`src/hdl/lmea_pkg.sv`:
```
`timescale 1ns / 1ps

package lmea_pkg;

  // field and register widths
  localparam int SAMPLE_W   = 32;
  localparam int COEF_W     = 32;
  localparam int BTP_W      = 32;
  localparam int DAMP_W     = 16;
  localparam int ERR_SUM_W  = 48;
  localparam int POS_W      = 2;
  localparam int CFG_IDX_W  = 2;
  localparam int CFG_DATA_W = 32;
  localparam int IN_DATA_W  = 64;
  localparam int IN_USER_W  = 2;
  localparam int OUT_DATA_W = 144;

  // default coefficient fraction bits, signed Q2.F
  localparam int COEF_FRAC_BITS_DEF = 30;

  // bandwidth times period is Q8.24, damping is Q4.12
  localparam int X_FRAC = 24;
  localparam int Z_FRAC = 12;
  localparam int X2_W   = 40;
  localparam int ZX4_W  = 38;

  // divider datapath, holds numerators up to twice the denominator
  localparam int DIV_W = 44;

  // shared multiplier operands and accumulator
  localparam int MUL_A_W = 33;
  localparam int MUL_B_W = 35;
  localparam int PROD_W  = MUL_A_W + MUL_B_W;
  localparam int ACC_W   = PROD_W + 2;

  // accumulator operations
  localparam logic [1:0] ACC_NONE = 2'd0;
  localparam logic [1:0] ACC_LOAD = 2'd1;
  localparam logic [1:0] ACC_SUB  = 2'd2;

  // register reset values
  localparam logic [BTP_W-1:0]  RST_BTP  = BTP_W'(1677722);
  localparam logic [DAMP_W-1:0] RST_DAMP = DAMP_W'(2896);

  // Q8.24 constants of the coefficient formulas
  localparam logic [DIV_W-1:0] Q24_TWO   = DIV_W'(2) << X_FRAC;
  localparam logic [DIV_W-1:0] Q24_FOUR  = DIV_W'(4) << X_FRAC;
  localparam logic [DIV_W-1:0] Q24_EIGHT = DIV_W'(8) << X_FRAC;

  typedef logic signed [COEF_W-1:0] coef_t;

  typedef struct packed {
    logic       en;
    logic [1:0] op;
  } mac_cmd_t;

endpackage

```
`src/hdl/lmea_mac.sv`:
```
`timescale 1ns / 1ps

module lmea_mac (
  input  logic                                clk,
  input  logic                                rst_n,
  input  lmea_pkg::mac_cmd_t                  cmd_i,
  input  logic signed [lmea_pkg::MUL_A_W-1:0] a_i,
  input  logic signed [lmea_pkg::MUL_B_W-1:0] b_i,
  output logic signed [lmea_pkg::PROD_W-1:0]  prod_o,
  output logic signed [lmea_pkg::ACC_W-1:0]   acc_o
);
  import lmea_pkg::*;

  logic signed [PROD_W-1:0] prod_r;
  logic signed [ACC_W-1:0]  acc_r;
  logic [1:0]               op_r;

  // pending accumulator operation, applied in the cycle after its product is registered
  always_ff @(posedge clk) begin
    if (!rst_n) begin
      op_r <= ACC_NONE;
    end else begin
      op_r <= cmd_i.en ? cmd_i.op : ACC_NONE;
    end
  end

  // registered product, then accumulate
  always_ff @(posedge clk) begin
    if (cmd_i.en) begin
      prod_r <= PROD_W'(a_i) * PROD_W'(b_i);
    end
    unique case (op_r)
      ACC_LOAD: acc_r <= ACC_W'(prod_r);
      ACC_SUB:  acc_r <= acc_r - ACC_W'(prod_r);
      default:  acc_r <= acc_r;
    endcase
  end

  assign prod_o = prod_r;
  assign acc_o  = acc_r;

endmodule

```
`config.mk`:
```
export PLATFORM = sky130hd
export DESIGN_NAME = lmea_mac
export DESIGN_NICKNAME = d
export VERILOG_FILES = /design/src/hdl/lmea_pkg.sv /design/src/hdl/lmea_mac.sv
export SDC_FILE = /design/constraint.sdc
export NUM_CORES = 2
export LEC_CHECK = 0
export BUFFER_PORTS_ARGS = -buffer_cell sky130_fd_sc_hd__buf_4
export CAP_MARGIN = 15
export CORE_MARGIN = 5
export CORE_UTILIZATION = 45
export CTS_BUF_LIST = sky130_fd_sc_hd__clkbuf_8
export DETAILED_ROUTE_END_ITERATION = 16
export SYNTH_ARGS = -nofsm -noshare
export SYNTH_HDL_FRONTEND = slang
export SYNTH_SLANG_ARGS = --single-unit
```
`constraint.sdc`:
```
create_clock -name clk -period 11.17 [get_ports clk]
set_clock_uncertainty 0.2 [all_clocks]
set_input_delay 1.117 -clock clk [delete_from_list [all_inputs] [get_ports clk]]
set_output_delay 1.117 -clock clk [all_outputs]
set_load 0.03 [all_outputs]
```
==> impl_summary.txt <==
----------------------------------------------------
[STA]
  Relative slew slack ... 0.276
  Fin crit share ... 0.831
  Final number of max-transition violations ... 0
  Final setup fails ... 0
  Setup repair after global routing missed its margin ... false
  Post-layout minimum cycle time ... ~9.3 ns
  Pin slew with the least headroom to its limit ... roughly 1.1 ns
  Post-Route Setup TNS ... 0 ns
  Upper clock frequency limit ... approximately 110 MHz
  Final Hold Fails ... 0

[Worst setup path]
  Highest cell delay on the worst timing path ... 0.58 ns
  Biggest fanout along the worst timing path ... 33
  Data required time at the worst endpoint ... 11.20 ns
  Arrival time at the worst endpoint ... 9.31 ns
  Worst setup SP type ... input pin
  Library cell contributing the largest single delay on the critical path ... or4_1
  Cell repeated most along the worst path ... fa_1
  Category of the worst setup path capture point ... register
  Reg2reg path depth ... 13
  Startpoint-to-endpoint class of the critical path ... input pin to register

[Yosys]
  Number of flops mapped to enable cells by yosys ... around 140
  Main flop type after synthesis ... edfxtp_1
  Number of different library cells in the post-synthesis netlist ... 73
  Post-Synthesis Net Count ... between 6000 and 7000
  Number of standard cells after synthesis ... between 5000 and 6000
  Yosys warnings ... 0
  Sequential fraction of the synthesis area ... 0.0839
  Number of storage elements in the synthesis netlist ... 140
  Async set-reset flop share out of synthesis ... 0
  Post-Synthesis Cell Area ... roughly 0.050 mm^2
  Mean instance size in the synthesized netlist ... 9.26 um^2

[Die]
  Area of the die ... roughly 0.12 mm^2
  Area of the core ... 0.110 mm^2
  Width of the die ... ~340 um
  Die Y-Extent ... around 340 um
  Initial core utilization ... 0.452
  Ports ... approximately 210
  Num rows ... roughly 120

[Hold path]
  Path class of the lowest-slack min-delay path ... register to register
  Min-Delay Path Depth ... 2

[Flow run]
  Maximum capacitance violations ... 0

[Drt]
  Highest routed metal layer ... met5
  Remaining number of nets flagged by the antenna check after routing ... 0
  Wire length after detailed routing ... 142000 um
  Met1 routed wirelength after detailed routing ... around 64000 um
  Number of design rule violations left after detail routing ... 0
  Number of DRC markers in iteration 0 ... 2435
  DRT Pass-1 Iters ... 5
  Detailed route wirelength on metal3 ... 13500 um
  Via count of the routed design ... 35600
  Via density per instance ... slightly above 5
  Total met2 wirelength after detailed routing ... ~62000 um
  Average routed wire per standard cell ... a little over 20 um

[Global routing]
  Antenna violations before repair ... 9
  Global-route total usage across every layer ... 0.249
  Global-route wire length before repair ... between 200000 and 250000 um
  Pin count of the biggest net entering global routing ... 101
  Vias in the first global route ... roughly 38000
  Grt ovf ... 0

[Clock tree]
  Cell chosen for the clock root ... clkbuf_8
  Setup Fix Bufs, Post-CTS ... 0
  Clock Latency Late Sink ... roughly 0.49 ns
  Sinks on the clock net ... 140
  H-tree depth ... 4
  Number of CTS-inserted buffers ... 17
  Largest buffer count on any clock path ... 2
  CTS tree ... built
  CTS clock-pin slew for the worst setup and hold paths ... 0.08 ns
  Hold_buf cts ... 0
  Gates resized, CTS repair ... 0

[Final layout]
  Layout cells sized above 1 ... 0.0495
  Final-layout fill cell count ... approximately 11000
  Synthesis-to-finish area growth ... 5.89%
  Area of the multi-input gates ... 0.0397 mm^2
  Final core utilization ... 0.479
  Area taken by flip-flops and latches ... 0.00418 mm^2
  Post-layout nets ... between 6000 and 7000

[Placement]
  Port Buffers ... 210
  Detail Placement HPWL ... 113000 um
  Routability cong. ... around 0.9

[Status]
  Result of the run ... finished clean

----------------------------------------------------
## area by class of cell
cell class / count / share of cell area
clock inverters: 14 / 0.00348
clock buffers: 17 / 0.00443
flip-flops and latches: 140 / 0.0792
inverters: 1330 / 0.0945
repair buffers: 216 / 0.0307
diodes: 4 / 0.000190
multi-input cells: 3652 / 0.752
well taps: 1488 / 0.0353
## critical path, delay by kind of cell
kind / cells / cell delay (ns)
buffers and inverters: 6 / 0.71
adder cells (fa/ha/maj): 9 / 4.48
XOR/XNOR: 1 / 0.08
AO/OA/AOI/OAI: 5 / 1.27
AND/OR/NAND/NOR: 5 / 1.61
## state kept, by name, indices dropped and copies added, names as in the netlist
signal and flops:
prod_o 68, acc_o 70, op_r 2
## per-layer routing
layer | up-vias | global-route usage
li1 | 15800 | -
met1 | 18300 | 0.367
met2 | 1323 | 0.384
met3 | 123 | 0.0583
met4 | 4 | 0.0420
met5 | - | 0
## layout by cell type, fill, tap and decap left out, types with 5 or more instances in the layout
cell      instances
a211oi_1         17
a21boi_0          6
a21o_1           77
a21oi_1         138
a31oi_1          15
and2_1          573
and3_1           14
buf_4           216
clkbuf_8         17
edfxtp_1        138
fa_1           1208
ha_1            290
inv_1          1328
inv_6             6
mux2i_1          10
nand2_1         688
nand2b_1         25
nand3_1          34
nand4_1          24
nor2_1           92
nor2b_1          11
nor3_1           19
nor3b_1           6
o211ai_1         11
o21a_1           20
o21ai_0         124
o21ai_1          10
o21bai_1         25
o31ai_1           5
xnor2_1          88
xor2_1           53
## final timing paths
check        slack (ns)            startpoint              endpoint
min                0.45  prod_o[44]$_DFFE_PP_   acc_o[44]$_DFFE_PP_
max                1.89               b_i[20]  prod_o[65]$_DFFE_PP_
min reg2reg        0.45  prod_o[44]$_DFFE_PP_   acc_o[44]$_DFFE_PP_
max reg2reg        6.60   prod_o[0]$_DFFE_PP_   acc_o[68]$_DFFE_PP_
## synth_stat cells (3+ instances only)
cell,count,area share
inv_1,1329,0.10
fa_1,1208,0.48
nand2_1,688,0.052
and2_1,573,0.072
ha_1,291,0.073
clkbuf_1,255,0.019
a21oi_1,138,0.014
edfxtp_1,138,0.083
o21ai_0,124,0.012
nor2_1,92,0.0069
xnor2_1,88,0.015
a21o_1,77,0.012
xor2_1,53,0.0093
nand3_1,34,0.0034
nand2b_1,25,0.0031
o21bai_1,25,0.0038
nand4_1,24,0.0030
o21a_1,20,0.0030
nor3_1,19,0.0019
a211oi_1,17,0.0026
a31oi_1,15,0.0019
and3_1,14,0.0018
nor2b_1,11,0.0014
o211ai_1,11,0.0017
mux2i_1,10,0.0020
o21ai_1,10,0.0010
a21boi_0,6,0.00090
nor3b_1,6,0.00090
buf_1,5,0.00038
o31ai_1,5,0.00075
a211o_1,4,0.00070
a221o_1,4,0.00080
a31o_2,4,0.00070
o22ai_1,4,0.00050
or2_2,4,0.00050
a41oi_1,3,0.00053
o2bb2ai_1,3,0.00053
o41ai_1,3,0.00053
## metrics by stage
step                hold slack [ns]  setup slack (ns)  cell area (um^2)  std cells
CTS                           0.452              1.94             52800       6857
finish                        0.445              1.89             52800       6861
detailed placement            0.427              1.37             52400       6826
floorplan                     0.612              2.39             49900       5384
global placement              0.427              1.48             52400       6826
global route                  0.494              1.40             52800       6859
## cell families after synthesis
| logic type | count (synthesis) | share of synthesized area |
|---|---|---|
| buf+inv | 1592 | 0.120 |
| simple gates | 1501 | 0.148 |
| fa+ha+maj | 1499 | 0.558 |
| compound gates | 501 | 0.0634 |
| xor+xnor | 141 | 0.0248 |
| flops | 140 | 0.0839 |
| mux | 10 | 0.00201 |
Power is left out: the tool's default activity adds up to more than one toggle a clock period on the data nets, which glitch-free logic cannot reach.
