## config.mk

```make
export PLATFORM = sky130hd
export DESIGN_NAME = lmea_div
export DESIGN_NICKNAME = d
export VERILOG_FILES = /design/src/hdl/lmea_pkg.sv /design/src/hdl/lmea_div.sv
export SDC_FILE = /design/constraint.sdc
export NUM_CORES = 1
export LEC_CHECK = 0
export ABC_AREA = 1
export BUFFER_PORTS_ARGS = -buffer_cell sky130_fd_sc_hd__buf_4
export CAP_MARGIN = 10
export CORE_MARGIN = 4
export CORE_UTILIZATION = 35
export CTS_BUF_LIST = sky130_fd_sc_hd__clkbuf_4 sky130_fd_sc_hd__clkbuf_8
export DETAILED_ROUTE_END_ITERATION = 12
export SETUP_SLACK_MARGIN = 0.02
export SYNTH_ARGS = -nofsm -noshare
export SYNTH_HDL_FRONTEND = slang
export SYNTH_SLANG_ARGS = --single-unit
```

## constraint.sdc

```tcl
create_clock -name clk -period 7.8 [get_ports clk]
set_input_delay 1.56 -clock clk [delete_from_list [all_inputs] [get_ports clk]]
set_output_delay 1.56 -clock clk [all_outputs]
set_load 0.02 [all_outputs]
```

## src/hdl/lmea_pkg.sv

```systemverilog
`timescale 1ns / 1ps

package lmea_pkg;

  // field and register widths
  localparam int SAMPLE_W   = 32;
  localparam int COEF_W     = 32;
  localparam int BTP_W      = 32;
  localparam int DAMP_W     = 16;
  localparam int ERR_SUM_W  = 48;
  localparam int POS_W      = 2;
  localparam int CFG_IDX_W  = 2;
  localparam int CFG_DATA_W = 32;
  localparam int IN_DATA_W  = 64;
  localparam int IN_USER_W  = 2;
  localparam int OUT_DATA_W = 144;

  // default coefficient fraction bits, signed Q2.F
  localparam int COEF_FRAC_BITS_DEF = 30;

  // bandwidth times period is Q8.24, damping is Q4.12
  localparam int X_FRAC = 24;
  localparam int Z_FRAC = 12;
  localparam int X2_W   = 40;
  localparam int ZX4_W  = 38;

  // divider datapath, holds numerators up to twice the denominator
  localparam int DIV_W = 44;

  // shared multiplier operands and accumulator
  localparam int MUL_A_W = 33;
  localparam int MUL_B_W = 35;
  localparam int PROD_W  = MUL_A_W + MUL_B_W;
  localparam int ACC_W   = PROD_W + 2;

  // accumulator operations
  localparam logic [1:0] ACC_NONE = 2'd0;
  localparam logic [1:0] ACC_LOAD = 2'd1;
  localparam logic [1:0] ACC_SUB  = 2'd2;

  // register reset values
  localparam logic [BTP_W-1:0]  RST_BTP  = BTP_W'(1677722);
  localparam logic [DAMP_W-1:0] RST_DAMP = DAMP_W'(2896);

  // Q8.24 constants of the coefficient formulas
  localparam logic [DIV_W-1:0] Q24_TWO   = DIV_W'(2) << X_FRAC;
  localparam logic [DIV_W-1:0] Q24_FOUR  = DIV_W'(4) << X_FRAC;
  localparam logic [DIV_W-1:0] Q24_EIGHT = DIV_W'(8) << X_FRAC;

  typedef logic signed [COEF_W-1:0] coef_t;

  typedef struct packed {
    logic       en;
    logic [1:0] op;
  } mac_cmd_t;

endpackage

```

## src/hdl/lmea_div.sv

```systemverilog
`timescale 1ns / 1ps

module lmea_div #(
  parameter int COEF_FRAC_BITS = lmea_pkg::COEF_FRAC_BITS_DEF
) (
  input  logic                                clk,
  input  logic                                rst_n,
  input  logic                                start_i,
  input  logic signed [lmea_pkg::DIV_W-1:0]   num_i,
  input  logic        [lmea_pkg::DIV_W-1:0]   den_i,
  output logic                                done_o,
  output lmea_pkg::coef_t                     coef_o
);
  import lmea_pkg::*;

  // two integer bits then the fraction bits, one quotient bit a cycle
  localparam int STEPS = COEF_FRAC_BITS + 2;
  localparam int CNT_W = $clog2(STEPS);
  localparam logic [CNT_W-1:0] LAST_STEP = CNT_W'(STEPS - 1);
  localparam logic [CNT_W-1:0] FIRST_FRAC = CNT_W'(2);
  localparam logic [COEF_W-1:0] MIN_MAG = {1'b1, {(COEF_W-1){1'b0}}};
  localparam coef_t COEF_MAX = {1'b0, {(COEF_W-1){1'b1}}};
  localparam coef_t COEF_MIN = {1'b1, {(COEF_W-1){1'b0}}};

  logic              busy_r;
  logic              done_r;
  logic [CNT_W-1:0]  cnt_r;
  logic [DIV_W-1:0]  rem_r;
  logic [DIV_W-1:0]  den_r;
  logic [COEF_W-1:0] q_r;
  logic              neg_r;

  logic [DIV_W-1:0]  rem_sh;
  logic [DIV_W-1:0]  cmp_val;
  logic              ge;
  logic [DIV_W-1:0]  rem_nxt;

  // one restoring step: first against twice the divisor, then the divisor, then shift and compare
  always_comb begin
    rem_sh  = (cnt_r >= FIRST_FRAC) ? {rem_r[DIV_W-2:0], 1'b0} : rem_r;
    cmp_val = (cnt_r == '0) ? {den_r[DIV_W-2:0], 1'b0} : den_r;
    ge      = (rem_sh >= cmp_val);
    rem_nxt = ge ? (rem_sh - cmp_val) : rem_sh;
  end

  // control
  always_ff @(posedge clk) begin
    if (!rst_n) begin
      busy_r <= 1'b0;
      done_r <= 1'b0;
      cnt_r  <= '0;
    end else begin
      done_r <= busy_r && (cnt_r == LAST_STEP);
      if (start_i) begin
        busy_r <= 1'b1;
        cnt_r  <= '0;
      end else if (busy_r) begin
        if (cnt_r == LAST_STEP) begin
          busy_r <= 1'b0;
        end
        cnt_r <= cnt_r + 1'b1;
      end
    end
  end

  // datapath
  always_ff @(posedge clk) begin
    if (start_i) begin
      neg_r <= num_i[DIV_W-1];
      rem_r <= num_i[DIV_W-1] ? DIV_W'(-num_i) : DIV_W'(num_i);
      den_r <= den_i;
      q_r   <= '0;
    end else if (busy_r) begin
      rem_r <= rem_nxt;
      q_r   <= {q_r[COEF_W-2:0], ge};
    end
  end

  // apply sign and clamp to the signed coefficient range
  always_comb begin
    if (!neg_r) begin
      coef_o = q_r[COEF_W-1] ? COEF_MAX : coef_t'(q_r);
    end else if (q_r > MIN_MAG) begin
      coef_o = COEF_MIN;
    end else begin
      coef_o = coef_t'(-q_r);
    end
  end

  assign done_o = done_r;

endmodule

```

==> results of run 1 <==
## flip-flops by register name, indices dropped and copies added, names as in the netlist
name / cells
done_o: 1
cnt_r: 5
busy_r: 1
den_r: 44
q_r: 32
rem_r: 44
neg_r: 1
## path summary, 6_finish.rpt
path,startpoint,to,cells after the start
max reg2reg,cnt_r[0]$_SDFFE_PP0P_,rem_r[15]$_DFFE_PP_,20
min,cnt_r[0]$_SDFFE_PP0P_,cnt_r[0]$_SDFFE_PP0P_,2
min reg2reg,cnt_r[0]$_SDFFE_PP0P_,cnt_r[0]$_SDFFE_PP0P_,2
max,cnt_r[0]$_SDFFE_PP0P_,rem_r[15]$_DFFE_PP_,20
## synth_stat cells, drive strengths merged, types with 4 or more instances
master  number
nand3      187
xor2        49
edfxtp      89
dfxtp       39
xnor2       25
o22ai       32
o221ai       6
inv        361
nand2      587
nor3        29
or2          4
nor4         7
nand4       25
nand3b       4
ha          50
o21ai      132
nor2       183
o21bai       8
buf         27
a21oi       45
clkbuf      28
mux2i       36
## per-stage QoR
step	hold slack (ps)	instances	cell area (um^2)
final	521.9	2527	14140
after global placement	504.6	2495	13750
after floorplan	472.2	1966	12470
after CTS	522.1	2527	14140
after global routing	562.5	2527	14140
after detailed placement	509.4	2495	13750
## report_power, final
part / internal, mW / switching [mW]
Clock: 0.275 / 0.316
Sequential: 0.845 / 0.0449
Combinational: 0.678 / 1.42
Total: 1.80 / 1.79
## per-layer routing
| layer | up-vias | part of all wire (%) | routed length (um) | global-route usage [%] |
|---|---|---|---|---|
| met1 | 5800 | 51 | 21520 | 33.97 |
| met2 | 502 | 39 | 16680 | 30.29 |
| met3 | 31 | 8.6 | 3630 | 4.120 |
| met5 | - | 0 | 0 | 0 |
| li1 | 6467 | - | - | - |
| met4 | 0 | 1.4 | 576 | 4.032 |
## cells by family (layout without fill, tap and decap cells)
kind of cell / after synthesis / count (layout) / share of synthesized area, %
xor+xnor: 74 / 74 / 5.196
compound gates: 230 / 230 / 10.59
fa+ha+maj: 51 / 51 / 5.176
flops: 128 / 128 / 27.69
simple gates: 1029 / 1029 / 35.31
buf+inv: 417 / 523 / 13.06
mux: 37 / 37 / 2.979
## critical path, stage by stage, from the launching register on
cell and delay (ps):
sky130_fd_sc_hd__dfxtp_1 380, sky130_fd_sc_hd__inv_1 80, sky130_fd_sc_hd__ha_1 200, sky130_fd_sc_hd__nor2_1 160, sky130_fd_sc_hd__nand3_2 90, sky130_fd_sc_hd__buf_4 320
sky130_fd_sc_hd__o21ai_0 690, sky130_fd_sc_hd__inv_1 120, sky130_fd_sc_hd__ha_1 400, sky130_fd_sc_hd__nand2_1 160, sky130_fd_sc_hd__inv_1 50, sky130_fd_sc_hd__a21oi_1 260
sky130_fd_sc_hd__nand2_1 150, sky130_fd_sc_hd__a21oi_2 150, sky130_fd_sc_hd__nand2_2 90, sky130_fd_sc_hd__nand2_4 400, sky130_fd_sc_hd__nand2_8 320, sky130_fd_sc_hd__inv_2 190
sky130_fd_sc_hd__nand2_1 60, sky130_fd_sc_hd__nand3_1 80, sky130_fd_sc_hd__nand2_1 60
## area by class of cell
type                    instances  area share, %
well taps                     455          4.027
multi-input cells            1421          52.35
clock inverters                12         0.8762
flip-flops and latches        128          24.43
inverters                     362          9.611
repair buffers                129          6.850
clock buffers                  20          1.859
==> flow_summary_export.csv, run 1 <==
group,metric,value,unit
placement,place_ws,3230,ps
synth,syn_inst,1966,
clocking,numCtsBuffers,17,
floorplan,design.core.area,0.03488,mm^2
timing,final-hold-violation-count,0,
setup_path,crit_path_start_kind,"flip-flop",
final_layout,n_antenna_cell,0,
final_layout,final_net_count,2201,
timing,timing.clock.skew,18.82,ps
final_layout,mostFrequentLayoutCell,"sky130_fd_sc_hd__nand2_1",
final_layout,sequential_cell_area,0.003453,mm^2
power_and_ir_drop,cellPowerDensity,253.5,mW/mm^2
route,route.detailed.vias_per_inst,5.065,
synth,netlist_top_cells_area,"sky130_fd_sc_hd__edfxtp_1 (21%), sky130_fd_sc_hd__nand2_1 (17%), sky130_fd_sc_hd__inv_1 (11%)",
placement,final_gp_congestion,0.9910,
clocking,tritoncts_clock_tree,"built",
status,outcome,"finished, final reports clean",
synth,yosysTopAreaCellShare,21.43,%
synth,syn_nets,2108,
timing,timing_max_transition_violations_final,0,
synth,synth_top_flop_cell,"sky130_fd_sc_hd__edfxtp_1",
power_and_ir_drop,cellLeakagePower,7.296,nW
timing,grt_setup_unrepaired,"false",
synth,number_of_flip_flops_and_latches_in_the_synthesized_netlist,128,
route,drc_viols,0,
floorplan,effective_utilization_at_floorplan,35.76,%
timing,finalSetupTns,0,ps
synth,netlist.top_cell.by_area,"sky130_fd_sc_hd__edfxtp_1",
clocking,cts.reportedPaths.clkPinSlew,100,ps
grt,first_global_vias,11880,
timing,worstMarginPinSlew,1131,ps
setup_path,cp.required,8020,ps
clocking,cts-root-to-sink-buffers,2,
clocking,postCtsHoldBufs,0,
power_and_ir_drop,finalPower,3.584,mW
grt,grt_antenna_before_repair,0,
route,via_count,12800,
timing,min_period_over_period,60.93,%
grt,grt_util_all_layers,21.50,%
timing,final_setup_slack_of_the_worst_path,3048,ps
synth,share_of_synthesized_flip_flops_with_an_asynchronous_set_or_reset,0,%
clocking,h_tree_level_count,4,
setup_path,endpoint_kind,"flip-flop",
final_layout,nFillCells,3800,
floorplan,floorplan.rows,68,
setup_path,critPathArrivalTime,4980,ps
route,drt_pre_antenna_iters,5,
grt,grt-ovfl-total,0,
synth,edff_count_synth,89,
clocking,cts.root.buffer_cell,"sky130_fd_sc_hd__clkbuf_8",
setup_path,critPathMaxFanout,85,
final_layout,areaGrowthSynthToFinish,13.34,%
route,finalWirelength,42.41,mm
synth,mappedNetlistArea,0.01247,mm^2
synth,yosysWarningCount,0,
hold_path,hold_class,"flip-flop to flip-flop",
grt,pin_count_of_the_biggest_net_entering_global_routing,86,
power_and_ir_drop,vdd_ir_drop_max,161.1,uV
timing,setup_violations,0,
synth,ys_seq_area_share,27.69,%
timing,maxSlewHeadroom,24.43,%
run,cap_viol_max_count,0,
synth,post_synth_num_cell_types,49,
setup_path,ff2ff_setup_slack,3050,ps
setup_path,criticalPathCategory,"flip-flop to flip-flop",
clocking,clk-insertion-delay-late,480,ps
timing,min_clock_period_post_route,4752,ps
grt,grt_pass1_wl,66.02,mm
placement,dpl.hpwl,33.40,mm
placement,numPortBuffers,123,
final_layout,multi_input_gate_area,0.007401,mm^2
route,drt-initial-drc-count,1125,
floorplan,die_y,196.8,um
route,route.detailed.wl_per_inst,16.78,um
final_layout,post-route-util,40.53,%
floorplan,chipWidth,196.8,um
route,detail-route-antenna-nets,0,
floorplan,overall_die_area,0.03872,mm^2
synth,syn_area_per_cell,6.344,um^2
clocking,ctsResizeCount,0,
final_layout,final_layout_size_suffix_gt1_share,10.76,%
clocking,cts.sink_count,128,
clocking,cts.repair_timing.setup_buffer_count,0,
floorplan,ios,124,
final_layout,most-common-layout-cells,"sky130_fd_sc_hd__nand2_1 (580), sky130_fd_sc_hd__inv_1 (353), sky130_fd_sc_hd__nand3_1 (182)",
timing,fmaxAchievable,210.4,MHz
Power figures use the tool's default switching activity.
==> inputs of run 2 (changes only) <==
==> constraint.sdc (replaced) <==
create_clock -name clk -period 4.7 [get_ports clk]
set_input_delay 0.94 -clock clk [delete_from_list [all_inputs] [get_ports clk]]
set_output_delay 0.94 -clock clk [all_outputs]
set_load 0.02 [all_outputs]
==> run 2 against run 1 <==
  * Sequential share of layout area decreased by 0.14 points
  * Non-clock buffer count increased by 3
  * First-iteration DRC count decreased by 5.2%
  * Flip-flop and latch count unchanged
  * Sequential power increased by 66%
  * Wire length decreased by 2.5%
  * Setup slack got worse by 2500 ps
  * Die area unchanged
  * Largest power group unchanged
==> flow_summary_export.csv, run 2 (same netlist as run 1, synthesis figures left out) <==
group,metric,value,unit
grt,first_global_vias,12080,
setup_path,cells_traversed_along_the_worst_timing_path,"inv_1 > ha_1 > nor2_1 > nand3_2 > buf_12 > o21ai_0 > inv_1 > ha_1 > nand2_1 > nor2_2 > nand3_1 > nand3_1 > nand2_1 > nand2_2 > nand2_4 > nand2_8 > nand3_1 > nand3_1 > nand2_1",
floorplan,floorplan.rows,68,
setup_path,worst_path_max_delay_cell,"sky130_fd_sc_hd__ha_1",
placement,cell_count_after_placement,2497,
setup_path,cp_slowest_stage_delay,390,ps
final_layout,most-common-layout-cells,"sky130_fd_sc_hd__nand2_1 (580), sky130_fd_sc_hd__inv_1 (353), sky130_fd_sc_hd__nand3_1 (182)",
final_layout,post-route-util,40.76,%
run,cap_viol_max_count,0,
timing,grt_setup_unrepaired,"false",
timing,final.hold.worst_slack,516.1,ps
timing,worstMarginPinSlew,1111,ps
power_and_ir_drop,switchingPower,2.917,mW
power_and_ir_drop,vdd_ir_drop_max,305.4,uV
setup_path,criticalPathCategory,"flip-flop to flip-flop",
clocking,cts.root.buffer_cell,"sky130_fd_sc_hd__clkbuf_8",
final_layout,areaGrowthSynthToFinish,14.00,%
final_layout,mostFrequentLayoutCell,"sky130_fd_sc_hd__nand2_1",
route,via_count,12660,
power_and_ir_drop,clock_network_fraction_of_design_power,18.0,%
clocking,postCtsHoldBufs,0,
floorplan,chipWidth,196.8,um
hold_path,hold_class,"flip-flop to flip-flop",
timing,finalSetupTns,0,ps
grt,grt_pass1_wl,65.63,mm
setup_path,worst-path-buf-inv,3,
route,drt_pre_antenna_iters,6,
placement,numPortBuffers,123,
clocking,clk-insertion-delay-late,500,ps
timing,maxSlewHeadroom,25.77,%
timing,setup_violations,0,
timing,timing_max_transition_violations_final,0,
power_and_ir_drop,power.share.combinational,57.3,%
clocking,cts.sink_count,128,
floorplan,overall_die_area,0.03872,mm^2
timing,final_setup_slack_of_the_worst_path,527.6,ps
grt,gr-usage-met2,32.02,%
setup_path,crit_path_start_kind,"flip-flop",
floorplan,design.core.area,0.03488,mm^2
placement,final_gp_congestion,0.9664,
clocking,cts-root-to-sink-buffers,2,
setup_path,r2r_cells,19,
final_layout,finish.instance_area,0.01422,mm^2
clocking,numCtsBuffers,17,
clocking,cts.repair_timing.setup_buffer_count,0,
grt,grt_util_all_layers,21.28,%
floorplan,die_y,196.8,um
final_layout,nFillCells,3778,
route,detail-route-antenna-nets,0,
route,route.detailed.wl_per_inst,16.35,um
placement,post_dp_cell_area,0.01379,mm^2
power_and_ir_drop,switching_share,48.65,%
clocking,cts.reportedPaths.clkPinSlew,80,ps
grt,grt_antenna_before_repair,0,
route,finalWirelength,41.37,mm
power_and_ir_drop,power.sequential.fraction,24.7,%
grt,met3_usage,3.009,%
clocking,h_tree_level_count,4,
power_and_ir_drop,power.internal,3.080,mW
setup_path,critPathArrivalTime,4400,ps
timing,timing.clock.skew,29.53,ps
grt,grt-ovfl-total,0,
setup_path,critPathMaxFanout,75,
timing,final-hold-violation-count,0,
final_layout,final_layout_size_suffix_gt1_share,10.89,%
final_layout,n_antenna_cell,0,
hold_path,hold-path-cell-count,2,
setup_path,critPathTopFamily,"simple AND/OR/NAND/NOR gates",
setup_path,cp.required,4930,ps
route,drt-initial-drc-count,1066,
status,outcome,"finished, final reports clean",
final_layout,biggestRegsByFlops,"den_r (44), rem_r (44), q_r (32)",
final_layout,layout.cells.non_filler,2530,
setup_path,endpoint_kind,"flip-flop",
grt,pin_count_of_the_biggest_net_entering_global_routing,76,
route,route.detailed.vias_per_inst,5.002,
timing,min_clock_period_post_route,4172,ps
placement,dpl.hpwl,33.05,mm
clocking,tritoncts_clock_tree,"built",
power_and_ir_drop,cellLeakagePower,7.344,nW
floorplan,effective_utilization_at_floorplan,35.76,%
grt,grt.busiest_layer,"met1",
power_and_ir_drop,finalPower,5.997,mW
floorplan,ios,124,
clocking,ctsResizeCount,0,
route,drc_viols,0,
final_layout,final_net_count,2204,
power_and_ir_drop,cellPowerDensity,421.7,mW/mm^2
timing,fmaxAchievable,239.7,MHz
placement,place_ws,436.5,ps
setup_path,critical_path.most_common_cell,"sky130_fd_sc_hd__nand3_1",
timing,min_period_over_period,88.77,%
grt,globalRouteMet1Util,32.49,%
setup_path,critical_path_cell_count,19,
[run 2: worst paths after layout]
| path | startpoint | end | slack, ps |
|---|---|---|---|
| min reg2reg | cnt_r[0]$_SDFFE_PP0P_ | cnt_r[0]$_SDFFE_PP0P_ | 520 |
| max | cnt_r[0]$_SDFFE_PP0P_ | rem_r[36]$_DFFE_PP_ | 530 |
| min | cnt_r[0]$_SDFFE_PP0P_ | cnt_r[0]$_SDFFE_PP0P_ | 520 |
| max reg2reg | cnt_r[0]$_SDFFE_PP0P_ | rem_r[36]$_DFFE_PP_ | 530 |
[run 2: worst register-to-register path, stage by stage, from the launching register on]
cell                      delay (ps)
sky130_fd_sc_hd__dfxtp_1         370
sky130_fd_sc_hd__inv_1            80
sky130_fd_sc_hd__ha_1            190
sky130_fd_sc_hd__nor2_1          150
sky130_fd_sc_hd__nand3_2         220
sky130_fd_sc_hd__buf_12          260
sky130_fd_sc_hd__o21ai_0         370
sky130_fd_sc_hd__inv_1           140
sky130_fd_sc_hd__ha_1            390
sky130_fd_sc_hd__nand2_1         130
sky130_fd_sc_hd__nor2_2          320
sky130_fd_sc_hd__nand3_1         120
sky130_fd_sc_hd__nand3_1         130
sky130_fd_sc_hd__nand2_1         130
sky130_fd_sc_hd__nand2_2         130
sky130_fd_sc_hd__nand2_4          80
sky130_fd_sc_hd__nand2_8         260
sky130_fd_sc_hd__nand3_1         240
sky130_fd_sc_hd__nand3_1         150
sky130_fd_sc_hd__nand2_1          60
[run 2: area by class of cell]
type / instances / area (um^2) / share of cell area, %
multi-input cells: 1421 / 7401 / 52.05
inverters: 362 / 1359 / 9.556
clock buffers: 18 / 241.5 / 1.698
flip-flops and latches: 128 / 3453 / 24.29
clock inverters: 14 / 180.2 / 1.267
well taps: 455 / 569.3 / 4.004
repair buffers: 132 / 1016 / 7.145
[run 2: per-layer routing]
metal,up-vias,share of wire (%)
met2,399,42
met1,5747,50
met4,0,1.1
met3,26,6.5
met5,-,0
li1,6483,-
[run 2: power by group through the flow]
stage	registers (mW)	clock network [mW]	logic (mW)
3_3_place_gp	1.50	0	3.34
4_1_cts	1.48	1.11	3.37
3_5_place_dp	1.50	0	3.34
5_1_grt	1.50	1.15	3.83
2_1_floorplan	1.47	0	2.43
6_report	1.48	1.08	3.44
==> inputs of run 3 (changes only) <==
--- a/config.mk
+++ b/config.mk
@@ -6,8 +6,9 @@
 export NUM_CORES = 1
 export LEC_CHECK = 0
 export ABC_AREA = 1
-export BUFFER_PORTS_ARGS = -buffer_cell sky130_fd_sc_hd__buf_4
+export BUFFER_PORTS_ARGS = -buffer_cell sky130_fd_sc_hd__buf_2
 export CAP_MARGIN = 10
+export CORE_ASPECT_RATIO = 1.2
 export CORE_MARGIN = 4
 export CORE_UTILIZATION = 35
 export CTS_BUF_LIST = sky130_fd_sc_hd__clkbuf_4 sky130_fd_sc_hd__clkbuf_8
==> run 3 against run 2 <==
  * Via count down 0.16%
  * First-iteration DRC count down 19%
  * Sequential share of layout area increased by 0.47 points
  * Register-to-register slack gained 70 ps
==> flow_summary_export.csv, run 3 (same netlist as run 1, synthesis figures left out) <==
group,metric,value,unit
timing,min_period_over_period,87.31,%
timing,grt_setup_unrepaired,"false",
setup_path,r2r_end,"rem_r[22]$_DFFE_PP_",
setup_path,cp.required,4920,ps
placement,numPortBuffers,123,
final_layout,most-common-layout-cells,"sky130_fd_sc_hd__nand2_1 (580), sky130_fd_sc_hd__inv_1 (353), sky130_fd_sc_hd__nand3_1 (182)",
timing,maxSlewHeadroom,49.84,%
clocking,cts.reportedPaths.clkPinSlew,90,ps
clocking,cts.root.buffer_cell,"sky130_fd_sc_hd__clkbuf_8",
timing,worstMarginPinSlew,751.6,ps
timing,fmaxAchievable,243.7,MHz
timing,final-hold-violation-count,0,
floorplan,effective_utilization_at_floorplan,35.54,%
final_layout,biggestRegsByFlops,"den_r (44), rem_r (44), q_r (32)",
hold_path,hold_class,"flip-flop to flip-flop",
final_layout,final_net_count,2209,
hold_path,critical_hold_path_startpoint,"cnt_r[0]$_SDFFE_PP0P_",
timing,setup_violations,0,
clocking,cts.sink_count,128,
timing,timing.clock.skew,26.16,ps
grt,pin_count_of_the_biggest_net_entering_global_routing,86,
route,detail-route-antenna-nets,0,
timing,final.hold.worst_slack,523.9,ps
setup_path,criticalPathCategory,"flip-flop to flip-flop",
final_layout,final_layout_size_suffix_gt1_share,11.11,%
final_layout,post-route-util,39.75,%
route,finalWirelength,40.85,mm
floorplan,overall_die_area,0.03873,mm^2
floorplan,die_y,214.8,um
grt,first_global_vias,12420,
status,outcome,"finished, final reports clean",
clocking,h_tree_level_count,4,
setup_path,r2r_cells,19,
setup_path,endpoint_kind,"flip-flop",
power_and_ir_drop,vdd_ir_drop_max,200.7,uV
clocking,postCtsHoldBufs,0,
hold_path,min_to,"cnt_r[0]$_SDFFE_PP0P_",
setup_path,ff2ff_setup_slack,600,ps
route,drc_viols,0,
grt,grt_pass1_wl,64.24,mm
setup_path,r2r_start,"cnt_r[1]$_SDFFE_PP0P_",
route,drt_pre_antenna_iters,6,
setup_path,critPathArrivalTime,4320,ps
power_and_ir_drop,cellPowerDensity,417.7,mW/mm^2
grt,grt_antenna_before_repair,7,
run,cap_viol_max_count,0,
timing,min_clock_period_post_route,4104,ps
grt,grt-ovfl-total,0,
floorplan,chipWidth,180.3,um
clocking,clk-insertion-delay-late,500,ps
hold_path,hold-path-cell-count,2,
floorplan,floorplan.rows,75,
setup_path,crit_path_start_kind,"flip-flop",
setup_path,crit_start,"cnt_r[1]$_SDFFE_PP0P_",
route,via_count,12640,
placement,dpl.hpwl,32.78,mm
placement,final_gp_congestion,0.9341,
setup_path,critPathMaxFanout,37,
clocking,cts-root-to-sink-buffers,2,
grt,grt_util_all_layers,20.62,%
route,route.detailed.vias_per_inst,4.963,
route,drt-initial-drc-count,863,
clocking,ctsResizeCount,0,
final_layout,areaGrowthSynthToFinish,11.86,%
clocking,cts.repair_timing.setup_buffer_count,0,
floorplan,design.core.area,0.03510,mm^2
clocking,tritoncts_clock_tree,"built",
timing,finalSetupTns,0,ps
final_layout,mostFrequentLayoutCell,"sky130_fd_sc_hd__nand2_1",
timing,timing_max_transition_violations_final,0,
power_and_ir_drop,cellLeakagePower,7.280,nW
route,route.detailed.wl_per_inst,16.04,um
floorplan,ios,124,
clocking,numCtsBuffers,17,
## run 3: worst max-delay path, cell delays in order (launching register included)
cell                      delay, ps
sky130_fd_sc_hd__dfxtp_1        350
sky130_fd_sc_hd__inv_1          150
sky130_fd_sc_hd__ha_1           170
sky130_fd_sc_hd__inv_1           50
sky130_fd_sc_hd__nor3_2         210
sky130_fd_sc_hd__buf_12         270
sky130_fd_sc_hd__inv_1          150
sky130_fd_sc_hd__o21ai_0        370
sky130_fd_sc_hd__ha_1           380
sky130_fd_sc_hd__nand2_1        180
sky130_fd_sc_hd__nor2_2          60
sky130_fd_sc_hd__nand2_1        140
sky130_fd_sc_hd__nor2_1          50
sky130_fd_sc_hd__nand3_1        120
sky130_fd_sc_hd__nand3_2         90
sky130_fd_sc_hd__nor2_4         360
sky130_fd_sc_hd__buf_4          390
sky130_fd_sc_hd__nand3_1        120
sky130_fd_sc_hd__nand3_1        100
sky130_fd_sc_hd__o21ai_0         90
## run 3: layer usage
| layer | global-route usage [%] | vias up | share of wire [%] |
|---|---|---|---|
| met5 | 0 | - | 0.10 |
| met4 | 9.153 | 8 | 4.4 |
| met3 | 4.532 | 91 | 5.8 |
| met2 | 32.82 | 388 | 44 |
| met1 | 26.91 | 5655 | 45 |
| li1 | - | 6493 | - |
## run 3: layout make-up
class,count,area (um^2)
fill,3866,21140
multi-input combinational,1421,7401
sequential,128,3453
inverter,362,1359
timing repair buffer,137,745.7
tap,462,578.1
clock buffer,18,241.5
clock inverter,14,163.9
antenna,4,10.01
## run 3: stage by stage
step	instances	setup slack [ps]	instance area (um^2)	power [mW]
finish	2546	596.5	13950	5.828
global route	2544	248.5	13950	6.322
CTS	2542	539.3	13940	5.833
detailed placement	2510	551.3	13540	4.739
global placement	2510	649.7	13540	4.734
floorplan	1966	1502	12470	3.898
## run 3: worst max-delay path by stage
stage                                     end  cells after the start
after global routing      rem_r[20]$_DFFE_PP_                     19
after detailed placement  rem_r[13]$_DFFE_PP_                     19
after CTS                 rem_r[22]$_DFFE_PP_                     19
after global placement    rem_r[23]$_DFFE_PP_                     19
final                     rem_r[22]$_DFFE_PP_                     19
after floorplan           rem_r[10]$_DFFE_PP_                     19
## run 3: report_power, final
part / total [mW] / switching [mW] / internal, mW
clock network: 1.06 / 0.561 / 0.496
registers: 1.48 / 0.0761 / 1.40
logic: 3.29 / 2.21 / 1.09
